`src/hw/rtl/vt4_pkg.sv`:
```
`timescale 1ns / 1ps
`default_nettype none

package vt4_pkg;

    localparam int DATA_W        = 32;
    localparam int LANES         = 4;
    localparam int FRAC_BITS_DEF = 16;
    localparam int DIM_DEF       = 4;

    localparam logic OP_LOAD  = 1'b0;
    localparam logic OP_XFORM = 1'b1;

    typedef logic signed [DATA_W-1:0] data_t;

    // stage load enables handed to every lane
    typedef struct packed {
        logic load_1;
        logic load_2;
        logic load_3;
    } pipe_ctrl_t;

endpackage

`default_nettype wire

```
`src/hw/rtl/vt4_merge.sv`:
```
`timescale 1ns / 1ps
`default_nettype none

module vt4_merge #(
    parameter int USED = 4
) (
    input  wire logic           clk,
    input  wire logic           load,
    input  wire vt4_pkg::data_t lane_val [USED],
    input  wire logic [USED-1:0] lane_clip,
    output vt4_pkg::data_t      out_val [vt4_pkg::LANES],
    output logic                sat
);

    import vt4_pkg::*;

    data_t out_reg [LANES];
    logic  sat_reg;

    // rows beyond the matrix size read as zero
    always_ff @(posedge clk)
    begin
        if (load)
        begin
            for (int r = 0; r < LANES; r++)
            begin
                out_reg[r] <= (r < USED) ? lane_val[r] : '0;
            end
            sat_reg <= |lane_clip;
        end
    end

    assign out_val = out_reg;
    assign sat     = sat_reg;

endmodule

`default_nettype wire

```
`config.mk`:
```
export PLATFORM = sky130hd
export DESIGN_NAME = vt4_merge
export DESIGN_NICKNAME = d
export VERILOG_FILES = /design/src/hw/rtl/vt4_pkg.sv /design/src/hw/rtl/vt4_merge.sv
export SDC_FILE = /design/constraint.sdc
export NUM_CORES = 1
export LEC_CHECK = 0
export BUFFER_PORTS_ARGS = -buffer_cell sky130_fd_sc_hd__buf_2
export CAP_MARGIN = 40
export CORE_MARGIN = 10
export CORE_UTILIZATION = 33
export CTS_CLUSTER_SIZE = 20
export DETAILED_ROUTE_END_ITERATION = 6
export PLACE_DENSITY = 0.72
export SKIP_CTS_REPAIR_TIMING = 1
export SYNTH_ARGS = -nofsm -noshare
export SYNTH_HDL_FRONTEND = slang
export SYNTH_SLANG_ARGS = --single-unit
export TNS_END_PERCENT = 5
```
`constraint.sdc`:
```
create_clock -name clk -period 2 [get_ports clk]
set_input_delay 0.1 -clock clk [delete_from_list [all_inputs] [get_ports clk]]
set_output_delay 0.1 -clock clk [all_outputs]
set_load 0.03 [all_outputs]
```
==> out/metrics.cfg, run 1 <==
[outcome]
status=aborted with a tool error
stop_error=[ERROR RSZ-0060] Max buffer count reached.
stop_stage=global routing

[floorplanning]
initial_core_util=0.3385
pin_count=263
rows=39
die_y_um=128.5
die_w_um=128.5

[synth]
syn_avg_cell_area_um2=29.86
synth-seq-cells=129
post-synth-top-area-cell=edfxtp_1
ys_warn_count=0
synth.top_cell.area_share=0.9981
synthTopCellsByArea=edfxtp_1 (100%), or4_1 (0.19%)
synth_cells=130
synth_cell_types=2
synth.net_count=264
ys_seq_area_frac=0.9981
synth_area_um2=3881

[place]
gp_congestion=0.7000
port_buffers=262
dp.cells=537
pre_cts_slack_ns=1.001

[clock_tree]
cts.sinks=129
cts_root_buffer=clkbuf_16
h-tree-depth=4
cts_buffers=17
cts_buffer_depth=2

[global_routing]
grt_max_degree=66

## per-stage QoR
step / instance area [um2] / hold slack [ns]
2_1_floorplan: 3881 / 0.1989
4_1_cts: 6008 / -0.1614
3_3_place_gp: 5414 / 0.2763
3_5_place_dp: 5414 / 0.2781
## cell usage after synthesis, drive strengths merged
master  count
edfxtp    129
or4         1
## cell families after synthesis
logic type       count (synthesis)  synth area share
DFF                            129            0.9981
and+or+nand+nor                  1          0.001935
==> run 2, diff against run 1 <==
- CORE_UTILIZATION: 33 -> 20
- CTS_CLUSTER_SIZE: 20 -> default
- PLACE_DENSITY: 0.72 -> default
- PLACE_DENSITY_LB_ADDON: default -> 0.15
==> out/metrics.cfg, run 2 <==
[outcome]
status=complete, no violations

[synth]
synth.top_cell.area_share=0.9981
async_flop_share=0
synth_edf_count=129
synth.most_common_cell=edfxtp_1
synth-seq-cells=129
syn_avg_cell_area_um2=29.86
synth_cells=130
netlist_top_cells_count=edfxtp_1 (129), or4_1 (1)
synth_area_um2=3881
synthTopCellsByArea=edfxtp_1 (100%), or4_1 (0.19%)
ys_seq_area_frac=0.9981
ys_warn_count=0
synth.net_count=264
ys.flop_type=edfxtp_1
synth_cell_types=2
post-synth-top-area-cell=edfxtp_1

[finish]
final_common_cell=buf_2
nets=680
drive_gt1_frac=0.5313
n_antenna_cell=0
area_growth_syn_to_layout_pct=90.81
layout_common_cells=buf_2 (261), dlygate4sd3_1 (130), edfxtp_1 (129)
largest_reg_flops=128

[timing]
setup_violations=0
relSlewSlack=0.7641
drv_slew=0
hold_viol=0
hold_slack_ns=0.1271
tns_ns=0
rsz0062_at_grt=no
finalCritPeriodShare=0.8306
worstMarginPinSlew_ns=0.3538
fmax_ghz=0.6020
fin_crit_ns=1.661

[setup_path]
cpMaxStageDelayCell=dlygate4sd3_1
crit_fanout=1
required_ns=2.15
worstSetupEndpointType=register
worstSetupStartpointType=input pin
cp_common_cell=dlygate4sd3_1
slowest_delay_ns=0.59
critPathArrivalTime_ns=1.81
path_class=input pin to register
crit_chain=dlygate4sd3_1 -> buf_2 -> or4_1 -> dlygate4sd3_1

[detailed_routing]
drtIter0Drc=136
dr.pass1.iters=4
wl_per_cell_um=16.86
vias=2915
detail-route-antenna-nets=0
vias_per_cell=3.559
routed_wl_um=13810
drc=0

[power_and_ir_drop]
p_leak_uw=0.003116
swShare=0.2655
p_seq_frac=0.461
intPower_uw=5207
p_comb_frac=0.150
powerDensity_nw_per_um2=957.1
clkPwrFrac=0.390
p_switching_uw=1882
peakVddDrop_uv=535.6

[floorplanning]
die_w_um=159.3
rows=50
initial_core_util=0.2054
core_area_um2=18890
pin_count=263
die_y_um=159.3
die-area_um2=25380

[global_routing]
grt_max_degree=52
antenna_found_initial=0
grtUsageTotal=0.09729
grt-ovfl-total=0
grt_pass1_vias=2645
grt_pass1_wl_um=18190

[clock_tree]
cts_buffers=17
cts.sinks=129
clk_pin_slew_ns=0.06
cts_buffer_depth=2
h-tree-depth=4
cts_tree=built
cts_root_buffer=clkbuf_16

[min_path]
hold_path_class=input pin to register

[job]
cap_viol_max_count=0

[place]
gp_congestion=0.6844
port_buffers=262

## run 2: path summary, 6_finish.rpt
check	startpoint	end	cells past startpoint
max	lane_clip[3]	sat$_DFFE_PP_	4
min	load	out_val[96]$_DFFE_PP_	1
## run 2: kinds of logic after synthesis
logic type and synth area share:
DFF 0.9981, and+or+nand+nor 0.001935
## run 2: layer usage
| layer | wire, um | track usage | up-vias |
|---|---|---|---|
| met4 | 122 | 0.03791 | 0 |
| met5 | 0 | 0 | - |
| met1 | 5455 | 0.1006 | 1389 |
| li1 | - | - | 1369 |
| met2 | 7207 | 0.1624 | 149 |
| met3 | 1021 | 0.05267 | 8 |
## run 2: through the flow
stage	utilization	instances	power [uW]	setup slack (ns)	instance area, um2
after floorplan	-	130	3767	1.137	3881
after global placement	0.2948	657	4188	0.8692	5570
after detailed placement	0.2948	657	4189	0.8419	5570
after CTS	0.3231	689	7015	0.8599	6105
after global routing	0.3920	819	7419	0.3388	7406
final	0.3920	819	7088	0.3388	7406
## run 2: critical path: cells and delay by family
| kind | cells | cell delay, ns |
|---|---|---|
| buffers and inverters | 3 | 1.23 |
| AND/OR/NAND/NOR | 1 | 0.48 |
## run 2: power groups by stage
stage	clock, uW	sequential, uW	combinational (uW)
after floorplan	0	3770	0.355
after global placement	0	3320	865
after detailed placement	0	3320	868
after CTS	2880	3270	868
after global routing	3020	3280	1120
final	2760	3260	1060
## run 2: area by class of cell
type                    instances  area [um2]
clock inverters                14       105.1
multi-input cells               1       7.507
well taps                     260       325.3
clock buffers                  18       429.2
repair buffers                397        2665
flip-flops and latches        129        3874
fillers                      1808       11490
Power figures use the tool's default switching activity.
==> run 3, diff against run 2 <==
- clock period: 2 -> 1.4 ns (I/O delays scaled with it)
==> out/metrics.cfg, run 3 (synthesized netlist as in run 2, its figures left out) <==
[clock_tree]
cts_buffers=17
cts.sinks=129
h-tree-depth=4
cts_tree=built
cts_buffer_depth=2
clk_pin_slew_ns=0.06
cts_root_buffer=clkbuf_16

[finish]
drive_gt1_frac=0.5258
final_common_cell=buf_2
largest_reg_flops=128
layout_common_cells=buf_2 (261), dlygate4sd3_1 (132), edfxtp_1 (129)
fin_util=0.3989
n_antenna_cell=0
area_growth_syn_to_layout_pct=94.20
nets=682

[setup_path]
slowest_delay_ns=0.53
cpMaxStageDelayCell=dlygate4sd3_1
required_ns=1.54
cp_num_buf_inv=2
worstSetupEndpointType=register
cp_top_family=buffers and inverters
path_class=input pin to register
worstSetupStartpointType=input pin
crit_fanout=1
critPathArrivalTime_ns=1.25
crit_chain=dlygate4sd3_1 -> buf_2 -> or4_1

[floorplanning]
die-area_um2=25380
initial_core_util=0.2054
core_area_um2=18890
die_y_um=159.3
die_w_um=159.3
rows=50
pin_count=263

[power_and_ir_drop]
intPower_uw=8176
clkPwrFrac=0.427
p_switching_uw=2638
p_comb_frac=0.142
powerDensity_nw_per_um2=1435
peakVddDrop_uv=759.8
p_seq_frac=0.432
p_leak_uw=0.003180
power.total_uw=10810
swShare=0.2440

[detailed_routing]
vias=2969
routed_wl_um=13890
wl_per_cell_um=16.92
drc=0
detail-route-antenna-nets=0
vias_per_cell=3.616
dr.pass1.iters=4
drtIter0Drc=137

[global_routing]
grt_pass1_vias=2746
grt_max_degree=31
antenna_found_initial=0
grt_pass1_wl_um=18330
grtUsageTotal=0.09810
grt-ovfl-total=0

[job]
cap_viol_max_count=0

[timing]
drv_slew=0
fin_ws_ns=0.2965
hold_slack_ns=0.06366
fmax_ghz=0.9062
hold_viol=0
relSlewSlack=0.8155
rsz0062_at_grt=no
worstMarginPinSlew_ns=0.2768
finalCritPeriodShare=0.7882
fin_crit_ns=1.104
tns_ns=0
setup_violations=0

[place]
pre_cts_slack_ns=0.4346
gp_congestion=0.6862
port_buffers=262

[outcome]
status=complete, no violations

[min_path]
hold_path_class=input pin to register

[run 3: cell count changes in the layout (fill, tap and decap cells not counted)]
cell / delta
dlygate4sd3_1: +2
clkinv_4: +2
buf_12: +2
bufinv_16: +4
clkinv_1: -1
clkbuf_1: +3
buf_4: -2
clkinvlp_4: -3
clkinv_2: -2
inv_6: -3
[run 3: path summary, 6_finish.rpt]
kind	startpoint	endpoint	slack, ns	depth (start not counted)
max	lane_clip[1]	sat$_DFFE_PP_	0.30	3
min	load	out_val[118]$_DFFE_PP_	0.06	1
[run 3: power groups by stage]
stage                     registers (uW)  clock network, uW  logic, uW
after detailed placement            4740                  0       1250
after CTS                           4670               4790       1250
after global routing                4690               4960       1610
final                               4670               4620       1530
after global placement              4750                  0       1240
after floorplan                     5380                  0      0.507
[run 3: layout make-up]
type,count,area (um2)
timing repair buffer,399,2710
clock buffer,21,440.4
sequential,129,3874
multi-input combinational,1,7.507
clock inverter,11,180.2
fill,1775,11360
tap,260,325.3
[run 3: per-stage QoR]
step	instance area, um2	std cells
after floorplan	3881	130
after global placement	5595	657
after detailed placement	5595	657
after CTS	6216	689
after global routing	7537	821
final	7537	821
[run 3: metal layers]
layer,GRT usage,up-vias,share of wire
met5,0,-,0
met4,0.03917,0,0.011
met3,0.04854,9,0.068
met2,0.1698,158,0.53
met1,0.09887,1429,0.39
li1,-,1373,-
